$ cat config.mk
export PLATFORM = sky130hd
export DESIGN_NAME = sample_frame_hex_encoder_crc16_core
export DESIGN_NICKNAME = d
export VERILOG_FILES = /design/src/sv/sfhe_pkg.sv /design/src/sv/sample_frame_hex_encoder_crc16_core.sv /design/src/sv/sfhe_frame.sv /design/src/sv/sfhe_emit.sv
export SDC_FILE = /design/constraint.sdc
export NUM_CORES = 1
export LEC_CHECK = 0
export BUFFER_PORTS_ARGS = -buffer_cell sky130_fd_sc_hd__buf_2
export CAP_MARGIN = 10
export CORE_UTILIZATION = 25
export CTS_CLUSTER_SIZE = 10
export DETAILED_ROUTE_END_ITERATION = 6
export GPL_TIMING_DRIVEN = 0
export PLACE_DENSITY = 0.44
export SYNTH_ARGS = -nofsm -noshare
export SYNTH_HDL_FRONTEND = slang
export SYNTH_SLANG_ARGS = --single-unit
$ cat constraint.sdc
create_clock -name clk -period 5.9 [get_ports clk]
set_input_delay 0.295 -clock clk [delete_from_list [all_inputs] [get_ports clk]]
set_output_delay 0.295 -clock clk [all_outputs]
set_load 0.01 [all_outputs]
$ cat src/sv/sfhe_pkg.sv
`timescale 1ns / 1ps
// Package for the sample frame hex encoder: channel payload types, the frame
// record passed from framing to emitter, and CRC-16 and hex helpers. No dependencies.
package sfhe_pkg;

  localparam int unsigned PosWidth = 10;
  localparam logic [PosWidth-1:0] FrameLenReset = 10'd405;
  localparam logic [15:0] CrcPoly = 16'h1021;

  localparam logic [7:0] ChZero  = 8'h30;
  localparam logic [7:0] ChT     = 8'h54;
  localparam logic [7:0] ChS     = 8'h53;
  localparam logic [7:0] ChComma = 8'h2C;
  localparam logic [7:0] ChX     = 8'h58;
  localparam logic [7:0] ChZ     = 8'h5A;

  typedef struct packed {
    logic [31:0] timestamp_ms;
    logic [15:0] sample_value;
  } sfhe_in_t;

  typedef struct packed {
    logic [7:0] out_char;
    logic       run_last;
  } sfhe_out_t;

  typedef struct packed {
    logic [31:0] ts;
    logic [11:0] sample;
    logic [15:0] crc;
    logic        header;
    logic        trailer;
  } sfhe_rec_t;

  function automatic logic [15:0] crc_byte(input logic [15:0] crc, input logic [7:0] data);
    logic [15:0] c;
    logic        fb;
    c = crc;
    for (int k = 0; k < 8; k++) begin
      fb = data[7-k] ^ c[15];
      c  = {c[14:0], 1'b0};
      if (fb) begin
        c = c ^ CrcPoly;
      end
    end
    return c;
  endfunction

  function automatic logic [7:0] hex_char(input logic [3:0] nib);
    logic [7:0] a;
    a = {4'h0, nib} + ChZero;
    if (nib > 4'd9) begin
      a = a + 8'd7;
    end
    return a;
  endfunction

endpackage

$ cat src/sv/sample_frame_hex_encoder_crc16_core.sv
`timescale 1ns / 1ps
// Sample frame hex encoder with CRC-16/XMODEM: each accepted sample yields one
// ASCII character per output transaction. A mid-frame sample yields 4 characters
// (three hex digits and a comma), the first sample of a frame adds 10 (header
// 'T', eight timestamp digits, 'S') and the last adds 6 (trailer 'X', four CRC
// digits, 'Z'), so 4 to 20 characters per sample. The emitter gives one character
// per cycle while char_ready is high. Two registered framing stages sit ahead of
// it, so the next samples are taken while characters are still going out; the first
// character comes out after the input, record and emitter registers. Depends on sfhe_pkg, sfhe_frame and sfhe_emit.
module sample_frame_hex_encoder_crc16_core (
  input  logic                clk,
  input  logic                rst,
  input  logic                sample_valid,
  output logic                sample_ready,
  input  sfhe_pkg::sfhe_in_t  sample_data,
  output logic                char_valid,
  input  logic                char_ready,
  output sfhe_pkg::sfhe_out_t char_data,
  input  logic                cfg_write_en,
  input  logic [9:0]          cfg_write_data
);
  import sfhe_pkg::*;

  logic      rec_valid;
  logic      rec_take;
  sfhe_rec_t rec;

  sfhe_frame u_frame (
    .clk            (clk),
    .rst            (rst),
    .sample_valid   (sample_valid),
    .sample_ready   (sample_ready),
    .sample_data    (sample_data),
    .cfg_write_en   (cfg_write_en),
    .cfg_write_data (cfg_write_data),
    .rec_valid      (rec_valid),
    .rec            (rec),
    .rec_take       (rec_take)
  );

  sfhe_emit u_emit (
    .clk        (clk),
    .rst        (rst),
    .rec_valid  (rec_valid),
    .rec        (rec),
    .rec_take   (rec_take),
    .char_valid (char_valid),
    .char_ready (char_ready),
    .char_data  (char_data)
  );

endmodule

$ cat src/sv/sfhe_frame.sv
`timescale 1ns / 1ps
// Framing stages: input register with timestamp CRC, then frame position,
// running CRC and the frame record register. Depends on sfhe_pkg.
module sfhe_frame (
  input  logic                 clk,
  input  logic                 rst,
  input  logic                 sample_valid,
  output logic                 sample_ready,
  input  sfhe_pkg::sfhe_in_t   sample_data,
  input  logic                 cfg_write_en,
  input  logic [9:0]           cfg_write_data,
  output logic                 rec_valid,
  output sfhe_pkg::sfhe_rec_t  rec,
  input  logic                 rec_take
);
  import sfhe_pkg::*;

  logic                s1_valid;
  logic [31:0]         s1_ts;
  logic [15:0]         s1_sample;
  logic [15:0]         s1_ts_crc;
  logic [15:0]         ts_crc_next;

  logic [PosWidth-1:0] samples_per_frame;
  logic [PosWidth-1:0] position;
  logic [PosWidth-1:0] position_next;
  logic [15:0]         crc_value;
  logic [15:0]         crc_next;
  logic [15:0]         crc_base;
  logic                header;
  logic                trailer;
  logic                s2_load;

  assign ts_crc_next = crc_byte(crc_byte(crc_byte(crc_byte(16'h0000,
                         sample_data.timestamp_ms[31:24]), sample_data.timestamp_ms[23:16]),
                         sample_data.timestamp_ms[15:8]), sample_data.timestamp_ms[7:0]);

  assign s2_load      = s1_valid && (!rec_valid || rec_take);
  assign sample_ready = !s1_valid || s2_load;

  assign header        = (position == '0);
  assign crc_base      = header ? s1_ts_crc : crc_value;
  assign crc_next      = crc_byte(crc_byte(crc_base, s1_sample[15:8]), s1_sample[7:0]);
  assign position_next = position + 1'b1;
  assign trailer       = (position_next == samples_per_frame);

  always_ff @(posedge clk) begin
    if (rst) begin
      s1_valid          <= 1'b0;
      rec_valid         <= 1'b0;
      position          <= '0;
      crc_value         <= '0;
      samples_per_frame <= FrameLenReset;
    end else begin
      if (cfg_write_en) begin
        samples_per_frame <= cfg_write_data;
      end
      if (sample_valid && sample_ready) begin
        s1_valid  <= 1'b1;
        s1_ts     <= sample_data.timestamp_ms;
        s1_sample <= sample_data.sample_value;
        s1_ts_crc <= ts_crc_next;
      end else if (s2_load) begin
        s1_valid <= 1'b0;
      end
      if (s2_load) begin
        rec_valid   <= 1'b1;
        rec.ts      <= s1_ts;
        rec.sample  <= s1_sample[11:0];
        rec.crc     <= crc_next;
        rec.header  <= header;
        rec.trailer <= trailer;
        crc_value   <= crc_next;
        position    <= trailer ? '0 : position_next;
      end else if (rec_take) begin
        rec_valid <= 1'b0;
      end
    end
  end

  a_trailer_rearm: assert property (@(posedge clk) disable iff (rst)
    s2_load && trailer |=> position == '0)
    else $error("position not cleared after trailer");

  a_position_step: assert property (@(posedge clk) disable iff (rst)
    s2_load && !trailer |=> position == $past(position) + 1'b1)
    else $error("position did not advance by one");

  a_rec_hold: assert property (@(posedge clk) disable iff (rst)
    rec_valid && !rec_take |=> rec_valid && $stable(rec))
    else $error("frame record changed before it was taken");

endmodule

$ cat src/sv/sfhe_emit.sv
`timescale 1ns / 1ps
// Character emitter: holds one frame record and steps through its characters,
// one per output transaction. Depends on sfhe_pkg.
module sfhe_emit (
  input  logic                 clk,
  input  logic                 rst,
  input  logic                 rec_valid,
  input  sfhe_pkg::sfhe_rec_t  rec,
  output logic                 rec_take,
  output logic                 char_valid,
  input  logic                 char_ready,
  output sfhe_pkg::sfhe_out_t  char_data
);
  import sfhe_pkg::*;

  localparam logic [4:0] SlotHead    = 5'd0;
  localparam logic [4:0] SlotTsFirst = 5'd1;
  localparam logic [4:0] SlotTsLast  = 5'd8;
  localparam logic [4:0] SlotSep     = 5'd9;
  localparam logic [4:0] SlotSample  = 5'd10;
  localparam logic [4:0] SlotSmpLast = 5'd12;
  localparam logic [4:0] SlotComma   = 5'd13;
  localparam logic [4:0] SlotTrail   = 5'd14;
  localparam logic [4:0] SlotCrc     = 5'd15;
  localparam logic [4:0] SlotCrcLast = 5'd18;
  localparam logic [4:0] SlotEnd     = 5'd19;

  logic       busy;
  sfhe_rec_t  rec_w;
  logic [4:0] idx;
  logic       last;
  logic [3:0] ts_nib;
  logic [3:0] smp_nib;
  logic [3:0] crc_nib;
  logic [2:0] ts_sel;
  logic [1:0] smp_off;
  logic [1:0] crc_off;
  logic [7:0] ch;

  assign last     = rec_w.trailer ? (idx == SlotEnd) : (idx == SlotComma);
  assign rec_take = rec_valid && (!busy || (char_ready && last));

  assign ts_sel  = 3'(SlotTsLast - idx);
  assign smp_off = 2'(SlotSmpLast - idx);
  assign crc_off = 2'(SlotCrcLast - idx);
  assign ts_nib  = rec_w.ts[{ts_sel, 2'b00} +: 4];
  assign smp_nib = rec_w.sample[{smp_off, 2'b00} +: 4];
  assign crc_nib = rec_w.crc[{crc_off, 2'b00} +: 4];

  always_comb begin
    case (idx) inside
      SlotHead:                  ch = ChT;
      [SlotTsFirst:SlotTsLast]:  ch = hex_char(ts_nib);
      SlotSep:                   ch = ChS;
      [SlotSample:SlotSmpLast]:  ch = hex_char(smp_nib);
      SlotComma:                 ch = ChComma;
      SlotTrail:                 ch = ChX;
      [SlotCrc:SlotCrcLast]:     ch = hex_char(crc_nib);
      default:                   ch = ChZ;
    endcase
  end

  assign char_valid         = busy;
  assign char_data.out_char = ch;
  assign char_data.run_last = last;

  always_ff @(posedge clk) begin
    if (rst) begin
      busy <= 1'b0;
      idx  <= SlotHead;
    end else if (rec_take) begin
      busy  <= 1'b1;
      rec_w <= rec;
      idx   <= rec.header ? SlotHead : SlotSample;
    end else if (busy && char_ready) begin
      if (last) begin
        busy <= 1'b0;
      end else begin
        idx <= idx + 1'b1;
      end
    end
  end

  a_idx_range: assert property (@(posedge clk) disable iff (rst)
    busy |-> idx <= SlotEnd && (rec_w.trailer || idx <= SlotComma))
    else $error("character slot beyond end of record");

  a_load_start: assert property (@(posedge clk) disable iff (rst)
    rec_take |=> busy && (idx == SlotHead || idx == SlotSample))
    else $error("record loaded at wrong slot");

  a_take_valid: assert property (@(posedge clk) disable iff (rst)
    rec_take |-> rec_valid)
    else $error("record taken while none valid");

endmodule
==> run metrics, run 1 <==
sequential fraction of the synthesis area=0.619; remaining global-route overflow=0; Met1 Wirelength=11.4 mm; CP endpoint kind=output pin; CTS sink cnt=231; clock skew=0.0507 ns; fmax=0.182 GHz; met2 wire len=11.8 mm; adder-cell share of the synthesized area=0.0155; DR vias/cell=4.26; antenna violations before repair=0; dpl ws=-1.19 ns; final WL=24.7 mm; count leader, synth=edfxtp_1; total track usage=0.119; DR top layer=met4; DR WL met3=1.01 mm; Post-Syn Area=0.0105 mm²; Post-Synth XOR/XNOR Area=0.136; clock slew seen by the registers of the worst setup and hold paths=0.05 ns; Post-synth ARST share=0; Rel. slew slack=0.231; area share of the largest cell type after synthesis=0.535; setup ws final=0.402 ns; Crit path required time=5.61 ns; Yosys reg bits=231; Setup-failing EPs final=0; Compound-Gate Fraction of Synth Area=0.0713; Critical Path AT=5.20 ns; worst-path fanout max=10; Setup CP Type=reg -> out; P&R area growth vs syn=24.7%; Synth Warn #=0; CTS Buffer Depth=3; vias after detailed routing=6306; Clock Latency Late Sink=0.58 ns; Hold Vio Cnt, Final=0; vias in the first global route=6398; max-cap violation count=0; # DRC=3; leakage power=4.53 nW; Clock Tree Root=clkbuf_16; ys flop type=edfxtp_1; Avg Synthesized Cell Area=13.7 µm²; global-route wire length before repair=38.0 mm; htree depth=1; CTS Buf Count=28; die width=207 µm; Post-CTS Setup Inserts=0; failing checks=DRC; share of cells above drive strength 1=0.167; die area=0.0428 mm²; Final TNS setup=0 ns; Port Buffers=72; drt initial violations=318; peak supply drop=236 µV; I/O pin count=74; Mapped Nets=842; largest family of logic cells by synthesized area=XOR/XNOR gates; largest cells by area after synthesis=edfxtp_1 53%, dfxtp_1 8.4%, xnor2_1 8.3%, xor2_1 3.1%, mux4_2 2.6%; mux share of post-synthesis cell area=0.0528; Worst-Margin Slew=1.14 ns; # diodes=0; path type of the worst min-delay path=in -> reg; Vert. Die Dim=207 µm; detailed placement HPWL=18.0 mm; status=finished, violations left; Final min period=5.50 ns; cell taking the most area after synthesis=edfxtp_1; pin count of the biggest net entering global routing=31; RSZ-0062 raised after global routing=no; synth cell count leaders=187 x edfxtp_1, 99 x xnor2_1, 50 x nor2_1, 44 x dfxtp_1; final net count=1004; ANT nets after route=0; TritonCTS clock tree=done; CP Launch Type=flip-flop; fin crit share=0.932; row count=74; Synth cell types=64; Wirelength per Cell=16.7 µm; cell count after synthesis=766; core area=0.0411 mm²; Initial Utilization=0.255; simple-gate share of the synthesized area=0.0849; Final GP Congestion=0.768; Pwr Density=433 mW/mm²; Pins Over Slew Limit=0; Post-synth EDFFs=187; drt first pass iters=6
flip-flops by register name (all words and copies together), names as in the netlist:
register / count
u_frame.s1_ts: 32
u_frame.rec: 62
u_emit.char_valid: 1
u_frame.samples_per_frame: 10
u_frame.s1_valid: 1
u_frame.s1_ts_crc: 16
u_frame.crc_value: 16
u_emit.rec_w: 61
u_frame.s1_sample: 16
u_emit.idx: 5
u_frame.position: 10
u_frame.rec_valid: 1
area by class of cell:
class	instances	area, µm²
fill	4161	28000
sequential	231	6500
multi-input combinational	484	3820
timing repair buffer	133	1040
clock buffer	48	796
tap	532	666
buffer	25	126
inverter	25	93.8
clock inverter	4	46.3
stage by stage:
| step | util | hold slack [ns] | total power [W] | instances | cell area (µm²) |
|---|---|---|---|---|---|
| 5_1_grt | 0.318 | 0.0209 | 0.00599 | 1482 | 13100 |
| 3_5_place_dp | 0.285 | 0.405 | 0.00414 | 1378 | 11700 |
| 3_3_place_gp | 0.280 | 0.401 | 0.00413 | 1370 | 11500 |
| 6_report | 0.318 | 0.0184 | 0.00566 | 1482 | 13100 |
| 2_1_floorplan | - | 0.394 | 0.00362 | 766 | 10500 |
| 4_1_cts | 0.318 | 0.00273 | 0.00578 | 1482 | 13100 |
critical path, cell delays in order (launching register included):
cell,delay (ns)
dfxtp_1,0.37
clkbuf_2,0.33
buf_4,0.36
clkbuf_2,0.30
inv_1,0.10
ha_2,0.50
buf_4,0.34
mux4_2,0.40
mux2i_1,0.43
inv_1,0.14
ha_1,0.21
nor2_1,0.17
o21ai_0,0.14
o21ai_2,0.26
mux2i_1,0.24
nor2_1,0.06
nor3_1,0.15
buf_2,0.17
metal layers:
layer,track usage,vias to the layer above
li1,-,3113
met1,0.160,3039
met2,0.198,119
met3,0.0159,35
met4,0.0391,0
met5,0,-
what timing repair did:
action / CTS / global route
resized for setup: 12 / 3
endpoints found under the hold margin: 53 / 0
hold buffers: 53 / 0
setup endpoints to repair: 7 / 5
path summary, 6_finish.rpt:
kind | from | endpoint | slack [ns] | cells past startpoint
worst max-delay path | u_emit.idx[0]$_SDFFE_PP0P_ | char_data[2] | 0.40 | 17
worst min-delay path | cfg_write_data[9] | u_frame.samples_per_frame[9]$_SDFFE_PP0P_ | 0.02 | 3
worst max register to register | u_frame.position[2]$_SDFFE_PP0P_ | u_frame.position[4]$_SDFFE_PP0P_ | 2.37 | 10
worst min register to register | u_frame.rec[12]$_DFFE_PP_ | u_emit.rec_w[12]$_DFFE_PP_ | 0.39 | 0
placed cells by master, fill, tap and decap left out, types with 33 or more instances in the layout:
cell type      instances
edfxtp_1             187
xnor2_1               99
buf_2                 72
dlygate4sd3_1         53
nor2_1                48
dfxtp_1               44
xor2_1                37
a21oi_1               37
nand2_1               34
clkbuf_1              33
kinds of logic after synthesis:
group / after synthesis
muxes: 39
buffers and inverters: 51
adders and majority gates: 13
other: 1
AOI/OAI and AO/OA: 111
and+or+nand+nor: 172
xor gates and xnor gates: 148
DFF: 231
report_power, final:
group	switching, W	internal [W]	leakage (nW)
clock network	0.000653	0.000913	0.398
logic	0.00104	0.000836	2.05
registers	0.0000828	0.00214	2.09
total	0.00178	0.00388	4.53
Note: power is estimated with default switching activity, not from simulation.
==> run 2, diff against run 1 <==
--- a/config.mk
+++ b/config.mk
@@ -5,6 +5,7 @@
 export SDC_FILE = /design/constraint.sdc
 export NUM_CORES = 1
 export LEC_CHECK = 0
+export ABC_AREA = 1
 export BUFFER_PORTS_ARGS = -buffer_cell sky130_fd_sc_hd__buf_2
 export CAP_MARGIN = 10
 export CORE_UTILIZATION = 25
==> run 2 against run 1 <==
Effect of this change: the run now ends clean; cell count is 31% higher; sequential power fell by 11%; sequential share of layout area decreased by 2.5 points; count of clock-buffer cells in the layout shrank 1; power fell by 13%; largest cell class unchanged; first-iteration DRC count up 63%; routed wire length rose by 17%; core utilization fell by 0.58 points; global-route usage grew 0.93 points; via count is 30% higher.
==> run metrics, run 2 <==
Port Buffers=72; sequential fraction of the synthesis area=0.582; largest cells by area after synthesis=edfxtp_1 50%, nand2_1 10%, dfxtp_1 7.9%, nand3_1 4.8%, inv_1 4.5%; Largest regs=u_frame.rec: 62 flops, u_emit.rec_w: 61 flops, u_frame.s1_ts: 32 flops; status=complete, no violations; hold path cells=1; CP cell instances=buf_2 -> inv_2 -> clkbuf_1 -> ha_1 -> inv_1 -> clkbuf_1 -> a21oi_1 -> a32oi_1 -> inv_1 -> ha_1 -> o21ai_0 -> nand2_1 -> inv_1 -> o21ai_0 -> nor2b_1 -> o221ai_1 -> a21oi_1 -> buf_2; die width=213 µm; setup ws final=0.732 ns; path type of the worst min-delay path=in -> reg; max reg flops=62; Post-synth EDFFs=187; area share of the largest cell type after synthesis=0.503; ys flop type=edfxtp_1; Hold Vio Cnt, Final=0; Mapped Nets=1239; clock slew seen by the registers of the worst setup and hold paths=0.06 ns; CTS sink cnt=231; total track usage=0.128; dpl ws=1.23 ns; RSZ-0062 raised after global routing=no; Setup CP Type=reg -> out; Avg Synthesized Cell Area=9.60 µm²; drt initial violations=519; cell-internal power=0.00335 W; vias after detailed routing=8186; Synth cell types=48; Final GP Congestion=0.843; share of cells above drive strength 1=0.134; vias in the first global route=7874; sw frac=0.317; global-route wire length before repair=44.2 mm; Psw=0.00156 W; commonest cells after routing, fill and taps aside=297 x nand2_1, 187 x edfxtp_1, 134 x inv_1; core area=0.0441 mm²; Yosys reg bits=231; CTS Buf Count=28; Largest Register=u_frame.rec; # DRC=0; synth cell count leaders=297 x nand2_1, 187 x edfxtp_1, 135 x inv_1, 106 x nand3_1, 87 x nor2_1; max-cap violation count=0; Clock Latency Late Sink=0.55 ns; sequential fraction of design power=0.404; drt first pass iters=5; cell taking the most area after synthesis=edfxtp_1; detailed placement HPWL=21.4 mm; pin count of the biggest net entering global routing=40; Final min period=5.17 ns; row count=77; final core occ=0.313; Post-CTS Setup Inserts=0; clock skew=0.0195 ns; final net count=1399; TritonCTS clock tree=done; Setup-failing EPs final=0; Pins Over Slew Limit=0; CP Launch Type=flip-flop; peak supply drop=170 µV; P&R area growth vs syn=23.6%; fmax=0.193 GHz; Worst-Margin Slew=0.853 ns; remaining global-route overflow=0; ANT nets after route=0; Clk pwr share=0.335; final WL=28.9 mm; CTS Buffer Depth=3; fin crit share=0.876; I/O pin count=74; htree depth=1; cell mode on critical path=inv_1; cell count after synthesis=1163; Wirelength per Cell=14.9 µm; count leader, synth=nand2_1; die area=0.0455 mm²; Pwr Density=356 mW/mm²; antenna violations before repair=1; leakage power=5.69 nW; Crit path required time=5.61 ns; Vert. Die Dim=213 µm; worst-path fanout max=11; Post-synth ARST share=0; Initial Utilization=0.253; r2r worst-path depth=14; commonest non-fill, non-tap cell in the layout=nand2_1; Critical Path AT=4.87 ns; Post-Syn Area=0.0112 mm²; CP peak stage delay=0.56 ns; Slowest-stage cell, CP=clkbuf_1; Comb pwr share=0.261; CP endpoint kind=output pin; Clock Tree Root=clkbuf_16; DR vias/cell=4.22; Synth Warn #=0; Rel. slew slack=0.431
-- run 2: area by class of cell --
class | instances | area [µm²]
antenna | 1 | 2.50
buffer | 25 | 116
clock buffer | 47 | 782
clock inverter | 5 | 100
fill | 4631 | 30300
inverter | 142 | 536
multi-input combinational | 765 | 4030
sequential | 231 | 6500
tap | 592 | 741
timing repair buffer | 130 | 988
-- run 2: final timing paths --
check	start	endpoint	slack (ns)
setup reg to reg	u_emit.idx[1]$_SDFFE_PP0P_	u_frame.rec[35]$_DFFE_PP_	2.48
hold / removal	sample_data[47]	u_frame.s1_ts[31]$_DFFE_PP_	0.04
hold reg to reg	u_frame.rec[14]$_DFFE_PP_	u_emit.rec_w[14]$_DFFE_PP_	0.41
setup / recovery	u_emit.idx[0]$_SDFFE_PP0P_	char_data[6]	0.73
-- run 2: power by group through the flow --
stage | clock network (W) | registers, W | logic [W]
3_3_place_gp | 0 | 0.00202 | 0.00125
4_1_cts | 0.00169 | 0.00198 | 0.00130
2_1_floorplan | 0 | 0.00200 | 0.000898
3_5_place_dp | 0 | 0.00202 | 0.00127
5_1_grt | 0.00175 | 0.00199 | 0.00146
6_report | 0.00164 | 0.00198 | 0.00128
-- run 2: metal layers --
metal | share of wire | vias up | wire (µm) | track usage
met4 | 0.021 | 2 | 613 | 0.0416
met1 | 0.46 | 3840 | 13300 | 0.165
met5 | 0.00045 | - | 13 | 0
met3 | 0.034 | 37 | 987 | 0.0157
li1 | - | 4167 | - | -
met2 | 0.48 | 140 | 13900 | 0.223
-- run 2: cell families (layout without fill, tap and decap cells) --
kind of cell / Yosys count / count (layout) / synth area share
buf+inv: 167 / 349 / 0.0582
fa+ha+maj: 13 / 13 / 0.0146
other cells: 1 / 2 / 0.000336
simple gates: 566 / 566 / 0.222
xor+xnor: 69 / 69 / 0.0646
compound gates: 116 / 116 / 0.0580
flops: 231 / 231 / 0.582
-- run 2: critical path: cells and delay by family (launching register included) --
family | cells | cell delay, ns
flops | 1 | 0.33
buf+inv | 8 | 2.05
compound gates | 6 | 1.00
simple gates | 2 | 0.29
fa+ha+maj | 2 | 0.65
-- run 2: per-stage QoR --
stage / hold WS [ns] / instance area [µm²] / power, W / instances / TNS [ns]
global route: 0.0288 / 13800 / 0.00521 / 1937 / 0
global placement: 0.405 / 12300 / 0.00327 / 1827 / -77.80
CTS: 0.0223 / 13800 / 0.00498 / 1937 / 0
finish: 0.0437 / 13800 / 0.00491 / 1938 / 0
floorplan: 0.394 / 11200 / 0.00290 / 1163 / 0
detailed placement: 0.405 / 12400 / 0.00329 / 1831 / 0
-- run 2: what timing repair did --
action,CTS,global route
hold endpoints to repair,54,0
endpoints found under the setup margin,0,0
gates resized for setup,0,0
hold buffers,54,0
==> run 3, diff against run 2 <==
--- a/config.mk
+++ b/config.mk
@@ -6,13 +6,15 @@
 export NUM_CORES = 1
 export LEC_CHECK = 0
 export ABC_AREA = 1
-export BUFFER_PORTS_ARGS = -buffer_cell sky130_fd_sc_hd__buf_2
+export BUFFER_PORTS_ARGS = -buffer_cell sky130_fd_sc_hd__buf_4
 export CAP_MARGIN = 10
 export CORE_UTILIZATION = 25
 export CTS_CLUSTER_SIZE = 10
 export DETAILED_ROUTE_END_ITERATION = 6
 export GPL_TIMING_DRIVEN = 0
 export PLACE_DENSITY = 0.44
+export SLEW_MARGIN = 30
 export SYNTH_ARGS = -nofsm -noshare
 export SYNTH_HDL_FRONTEND = slang
+export SYNTH_HIERARCHICAL = 1
 export SYNTH_SLANG_ARGS = --single-unit
==> run 3 against run 2 <==
Effect of this change: first-iteration DRC count is 22% lower; combinational power is 13% higher; sequential cell count stayed put; critical path depth stayed put; synthesized area is 2.3% higher; routed wire length is 1.5% higher; die area is 2.3% higher; critical path type unchanged.
==> run metrics, run 3 <==
Worst-Margin Slew=0.787 ns; P&R area growth vs syn=25.3%; mux share of post-synthesis cell area=0; DR vias/cell=4.20; largest family of logic cells by synthesized area=simple AND/OR/NAND/NOR gates; Clock Tree Root=clkbuf_16; Post-CTS Setup Inserts=0; commonest non-fill, non-tap cell in the layout=nand2_1; clock skew=0.0258 ns; Avg Synthesized Cell Area=9.26 µm²; Clock Latency Late Sink=0.55 ns; CP Launch Type=flip-flop; fmax=0.237 GHz; Storage cell area=0.00650 mm²; vias after detailed routing=8451; die area=0.0465 mm²; Hold Vio Cnt, Final=0; count leader, synth=nand2_1; area share of the largest cell type after synthesis=0.492; Final min period=4.22 ns; clock slew seen by the registers of the worst setup and hold paths=0.06 ns; final WL=29.3 mm; # DRC=0; drt first pass iters=5; Post-synth ARST share=0; Compound-Gate Fraction of Synth Area=0.0447; Synth cell types=43; synth cell count leaders=321 x nand2_1, 187 x edfxtp_1, 143 x nand3_1, 138 x inv_1, 90 x nor2_1; path type of the worst min-delay path=in -> reg; ANT nets after route=0; antenna violations before repair=0; detailed placement HPWL=22.1 mm; CTS sink cnt=231; Setup-failing EPs final=0; Pins Over Slew Limit=0; drt initial violations=403; htree depth=1; die width=216 µm; row count=77; Crit path required time=5.61 ns; adder-cell share of the synthesized area=0.0142; CP endpoint kind=output pin; remaining global-route overflow=0; RSZ-0062 raised after global routing=no; CTS Buffer Depth=3; vias in the first global route=8565; largest cells by area after synthesis=edfxtp_1 49%, nand2_1 11%, dfxtp_1 7.7%, nand3_1 6.3%, inv_1 4.5%; Yosys reg bits=231; final core occ=0.321; Vert. Die Dim=216 µm; Post-Syn Area=0.0114 mm²; CTS Buf Count=28; Wirelength per Cell=14.6 µm; Final GP Congestion=0.802; Initial Utilization=0.256; Mapped Nets=1309; Largest Register=u_frame/rec; status=complete, no violations; ys flop type=edfxtp_1; Rel. slew slack=0.475; setup ws final=1.68 ns; peak supply drop=185 µV; # diodes=0; total track usage=0.127; Pwr Density=351 mW/mm²; Largest regs=u_frame/rec: 62 flops, u_emit/rec_w: 61 flops, u_frame/s1_ts: 32 flops; I/O pin count=74; simple-gate share of the synthesized area=0.259; core area=0.0446 mm²; final net count=1476; Port Buffers=72; pin count of the biggest net entering global routing=36; Synth Warn #=6; leakage power=6.07 nW; Final TNS setup=0 ns; sequential fraction of the synthesis area=0.569; cell count after synthesis=1233; Post-Synth XOR/XNOR Area=0.0507; worst-path fanout max=11; cell taking the most area after synthesis=edfxtp_1; dpl ws=2.20 ns; Critical Path AT=3.93 ns; fin crit share=0.716; multi-input gate area in the final layout=0.00423 mm²; fillers=4521; commonest cells after routing, fill and taps aside=321 x nand2_1, 187 x edfxtp_1, 143 x nand3_1; Post-synth EDFFs=187; Setup CP Type=reg -> out; worst hold margin=0.0770 ns; max reg flops=62; max-cap violation count=0; TritonCTS clock tree=done; share of cells above drive strength 1=0.156; global-route wire length before repair=46.3 mm
==> run 3: cell types whose count changed after synthesis, sizes merged, moves of 5 or more <==
cell / previous run / this run
nand2: 324 / 374
nand3: 107 / 144
inv: 141 / 151
o22ai: 8 / 1
clkbuf: 14 / 8
buf: 11 / 16
==> run 3: path summary, 6_finish.rpt <==
path,endpoint,depth (start not counted),startpoint,slack [ns]
worst max-delay path,char_data[2],18,u_emit/idx[0]$_SDFFE_PP0P_,1.68
worst min-delay path,u_frame/samples_per_frame[9]$_SDFFE_PP0P_,3,cfg_write_data[9],0.08
worst max register to register,u_frame/crc_value[9]$_SDFFE_PP0P_,15,u_emit/idx[0]$_SDFFE_PP0P_,2.86
worst min register to register,u_emit/rec_w[57]$_DFFE_PP_,0,u_frame/rec[57]$_DFFE_PP_,0.42
==> run 3: layout make-up <==
class,instances,share of cell area
Multi-Input combinational cell,826,0.295
Sequential cell,231,0.454
Timing Repair Buffer,137,0.0900
Buffer,24,0.0101
Tap cell,592,0.0517
Inverter,152,0.0400
Clock inverter,4,0.00507
Clock buffer,45,0.0541
==> run 3: through the flow <==
stage | cells | instance area, µm² | total power, W
finish | 2011 | 14300 | 0.00503
global route | 2011 | 14300 | 0.00537
CTS | 2011 | 14300 | 0.00511
detailed placement | 1903 | 12900 | 0.00347
global placement | 1897 | 12700 | 0.00344
floorplan | 1233 | 11400 | 0.00303
==> run 3: timing repair <==
item,in CTS,in global routing
hold buffers,59,0
resized for setup,0,0
hold endpoints to repair,59,0
==> run 3: kinds of logic (layout without fill, tap and decap cells) <==
kind of cell	after synthesis	count (layout)
xor+xnor	61	61
buf+inv	176	362
other cells	1	1
flops	231	231
simple gates	656	656
fa+ha+maj	13	13
compound gates	95	95
==> run 3: report_power, final <==
| group | switching [W] | internal (W) |
|---|---|---|
| Clock | 0.000639 | 0.000940 |
| Combinational | 0.000957 | 0.000496 |
| Sequential | 0.0000509 | 0.00195 |
==> run 3: worst max-delay path: stages (launching register included) <==
cell	delay, ns
dfxtp_1	0.48
inv_2	0.10
buf_2	0.23
ha_1	0.40
inv_2	0.21
buf_2	0.31
nand3_1	0.11
nand2_1	0.11
inv_1	0.07
ha_1	0.20
or2_2	0.27
nand3_1	0.10
nand2_1	0.14
nor3_1	0.18
nor2_1	0.07
nand2_1	0.07
nand2_1	0.05
nor2_1	0.15
buf_4	0.14
==> run 3: routing by layer <==
metal,vias up,global-route usage,part of all wire
li1,4373,-,-
met1,3927,0.169,0.49
met2,119,0.218,0.47
met3,32,0.0137,0.026
met4,0,0.0374,0.022
met5,-,0,0
